$ cat config.mk
export PLATFORM = sky130hd
export DESIGN_NAME = mnvls_mul
export DESIGN_NICKNAME = d
export VERILOG_FILES = /design/src/rtl/mnvls_mul.sv
export SDC_FILE = /design/constraint.sdc
export NUM_CORES = 1
export LEC_CHECK = 0
export BUFFER_PORTS_ARGS = -buffer_cell sky130_fd_sc_hd__buf_4
export CORE_ASPECT_RATIO = 0.7
export CORE_MARGIN = 2
export CORE_UTILIZATION = 60
export CTS_CLUSTER_SIZE = 28
export DETAILED_ROUTE_END_ITERATION = 10
export HOLD_SLACK_MARGIN = 0.08
export PLACE_DENSITY = 0.75
export SYNTH_ARGS = -nofsm -noshare
export SYNTH_HDL_FRONTEND = slang
export SYNTH_SLANG_ARGS = --single-unit
$ cat constraint.sdc
create_clock -name i_clk -period 12.1 [get_ports i_clk]
set_input_delay 3.63 -clock i_clk [delete_from_list [all_inputs] [get_ports i_clk]]
set_output_delay 3.63 -clock i_clk [all_outputs]
set_load 0.1 [all_outputs]
$ cat src/rtl/mnvls_mul.sv
// Two-stage signed multiplier built from four half-width partial products.
module mnvls_mul #(
    parameter int AW = 16,
    parameter int BW = 16
) (
    input  logic                 i_clk,
    input  logic signed [AW-1:0] i_a,
    input  logic signed [BW-1:0] i_b,
    output logic signed [AW+BW-1:0] o_p
);
    localparam int AL = AW / 2;
    localparam int AH = AW - AL;
    localparam int BL = BW / 2;
    localparam int BH = BW - BL;
    localparam int PW = AW + BW;

    logic signed [AH-1:0]     a_hi;
    logic signed [AL:0]       a_lo;
    logic signed [BH-1:0]     b_hi;
    logic signed [BL:0]       b_lo;
    logic signed [AH+BH-1:0]  r_hh;
    logic signed [AH+BL:0]    r_hl;
    logic signed [AL+BH:0]    r_lh;
    logic signed [AL+BL+1:0]  r_ll;
    logic signed [PW-1:0]     n_p;
    logic signed [PW-1:0]     r_p;

    // Low halves are zero-extended so that they multiply as unsigned parts.
    assign a_hi = i_a[AW-1:AL];
    assign a_lo = {1'b0, i_a[AL-1:0]};
    assign b_hi = i_b[BW-1:BL];
    assign b_lo = {1'b0, i_b[BL-1:0]};

    always_ff @(posedge i_clk) begin
        r_hh <= a_hi * b_hi;
        r_hl <= a_hi * b_lo;
        r_lh <= a_lo * b_hi;
        r_ll <= a_lo * b_lo;
    end

    assign n_p = (PW'(r_hh) <<< (AL + BL)) + (PW'(r_hl) <<< AL)
               + (PW'(r_lh) <<< BL) + PW'(r_ll);

    always_ff @(posedge i_clk) begin
        r_p <= n_p;
    end

    assign o_p = r_p;

endmodule

==> impl_metrics.env <==
export IMPL_core_um2=20000
export IMPL_syn_num_nets=1698
export IMPL_cp_slowest_stage_delay_ns=0.54
export IMPL_peakVddDrop_v=0.000134
export IMPL_worstPathArrival_ns=8.07
export IMPL_synth_seq_area_share_pct=15.8
export IMPL_layout_nets=1741
export IMPL_grt_max_degree=21
export IMPL_synthDistinctLibCells=47
export IMPL_numCtsBuffers=9
export IMPL_fmax_mhz=128
export IMPL_cts_setup_buffers=0
export IMPL_critical_path_class="in -> reg"
export IMPL_p_leak_nw=6.85
export IMPL_finalCritPeriodShare_pct=64.6
export IMPL_wl_um=26100
export IMPL_synth_area_mux_share_pct=0.0808
export IMPL_num_fill_cells=1647
export IMPL_grt_pass1_vias=8729
export IMPL_start_util_pct=61.9
export IMPL_final_max_slew_violation_count=0
export IMPL_clock_skew_ns=0.00890
export IMPL_fin_crit_ns=7.82
export IMPL_final_common_cell="inv_1"
export IMPL_ant_nets=0
export IMPL_final_cell_mix="inv_1, fa_1, and2_1"
export IMPL_drive_gt1_share_pct=6.51
export IMPL_cts_sinks=98
export IMPL_rows=43
export IMPL_syn_to_final_growth_pct=8.09
export IMPL_synth_seq_cells=98
export IMPL_drt_iter0_markers=591
export IMPL_drc=0
export IMPL_grt_total_usage_pct=26.0
export IMPL_worstPathMaxFanout=12
export IMPL_die_area_um2=21800
export IMPL_dp_cells=1605
export IMPL_clkSlewWorstSetupHoldPaths_ns=0.07
export IMPL_grt_overflow_total=0
export IMPL_p_per_area_nw_per_um2=267
export IMPL_via_count=8523
export IMPL_slowest_stage="fa_1"
export IMPL_place_ws_ns=3.91
export IMPL_die_h_um=124
export IMPL_post_drt_wl_per_cell_um=16.1
export IMPL_synth_top_family_by_area="adder cells"
export IMPL_diodes=0
export IMPL_mappedNetlistArea_um2=12400
export IMPL_yosys_area_share_adder_pct=48.0
export IMPL_synth_compound_area_share_pct=6.71
export IMPL_p_total_w=0.00358
export IMPL_synth_enable_flop_cells=0
export IMPL_cts_tree="built"
export IMPL_cp_start_kind="input port"
export IMPL_root_buffer="clkbuf_16"
export IMPL_die_width_um=176
export IMPL_setup_violations=0
export IMPL_hpwl_um=20700
export IMPL_clkLatencyLatePin_ns=0.37
export IMPL_synth_top_flop_cell="dfxtp_1"
export IMPL_crit_top_cell="fa_1"
export IMPL_syn_area_per_cell_um2=9.50
export IMPL_cp_data_required_time_ns=12.35
export IMPL_synth_xor_area_share_pct=4.95
export IMPL_vias_per_cell=5.26
export IMPL_cts_buffer_depth=2
export IMPL_status="finished clean"
export IMPL_relSlewSlack_pct=59.1
export IMPL_path_cells="buf_4 -> inv_1 -> nor2_1 -> fa_1 -> fa_1 -> fa_1 -> inv_1 -> fa_1 -> inv_1 -> ha_1 -> or3_1 -> o21ai_0 -> a21oi_1 -> and4_1 -> a2111oi_2 -> a21oi_1 -> xnor2_1"
export IMPL_htree_levels=3
export IMPL_timing_setup_tns_ns=0
export IMPL_yosysWarnings=0
export IMPL_synthCells=1303
export IMPL_drtPass1Iterations=5
export IMPL_hold_buffers=0
export IMPL_worstMarginPinSlew_ns=0.610
export IMPL_rrSetupSlack_ns=8.71
export IMPL_async_reset_ff_share_pct=0
export IMPL_rsz0062_at_grt="false"
export IMPL_grt_first_pass_wirelength_um=44000
export IMPL_num_io_pins=65
export IMPL_antenna_found_initial=1
export IMPL_regArea_um2=1960
export IMPL_final_hold_viol_count=0
export IMPL_drv_cap=0
export IMPL_numPortBuffers=64
export IMPL_place_congestion=0.859
export IMPL_min_path_type="reg -> reg"
export IMPL_worst_slack_ns=4.28
export IMPL_cp_end_kind="flop"
export IMPL_synth_simple_area_share_pct=15.5
export IMPL_multi_input_area_um2=9320
export IMPL_cts_resized=0
export IMPL_final_cells=1621
worst max-delay path: cells and delay by family:
kind            cells  cell delay (ns)
xor+xnor            1             0.14
simple gates        3             0.64
buf+inv             4             0.46
fa+ha+maj           5             2.44
compound gates      4             0.75
state kept, by name (all words and copies together) (netlist names):
name / cells
o_p: 32
r_hh: 16
r_ll: 16
r_hl: 17
r_lh: 17
power breakdown:
group          leakage (nW)  total, W  internal [W]  switching [W]
clock                 0.148  0.000300      0.000147       0.000153
sequential            0.826  0.000582      0.000507      0.0000746
combinational          5.88   0.00270       0.00107        0.00163
total                  6.85   0.00358       0.00172        0.00186
final timing paths:
check	from	endpoint	cells after the start
worst max-delay path	i_a[15]	r_hl[16]	17
worst min-delay path	r_ll[7]	o_p[7]	0
worst max register to register	r_hl[1]	o_p[29]	12
worst min register to register	r_ll[7]	o_p[7]	0
logic make-up after synthesis:
kind of cell | count (synthesis)
fa+ha+maj | 362
simple gates | 355
buf+inv | 292
compound gates | 125
flops | 98
xor+xnor | 70
mux | 1
synthesized netlist by cell type (all sizes together) (14+ instances only):
cell type	n	area share [%]
dfxtp	98	16
and2	184	9.3
nand2b	17	0.86
nand2	67	2.0
a21oi	39	1.6
fa	189	31
xnor2	56	4.0
ha	173	17
clkbuf	30	0.91
xor2	14	0.99
inv	260	7.9
o21ai	26	1.1
nor2	51	1.5
a21o	20	1.2
per-stage QoR:
stage               hold WS, ns  utilization, %  instance area [um^2]
global route              0.336            66.9                 13400
global placement          0.310            65.4                 13100
CTS                       0.333            66.9                 13400
detailed placement        0.314            65.4                 13100
floorplan                 0.310               -                 12400
finish                    0.331            66.9                 13400
final cells by class:
cell class / instances / area share [%]
clock buffers: 9 / 1.68
flip-flops and latches: 98 / 14.7
well taps: 270 / 2.52
inverters: 260 / 7.29
clock inverters: 7 / 0.589
multi-input cells: 913 / 69.7
repair buffers: 64 / 3.59
routing by layer:
| layer | routed length [um] | vias up | GRT usage [%] |
|---|---|---|---|
| met1 | 13000 | 4168 | 38.2 |
| met2 | 10900 | 233 | 39.8 |
| met4 | 221 | 0 | 4.29 |
| li1 | - | 4101 | - |
| met3 | 1990 | 21 | 6.38 |
| met5 | 0 | - | 0 |
Power figures use the tool's default switching activity.
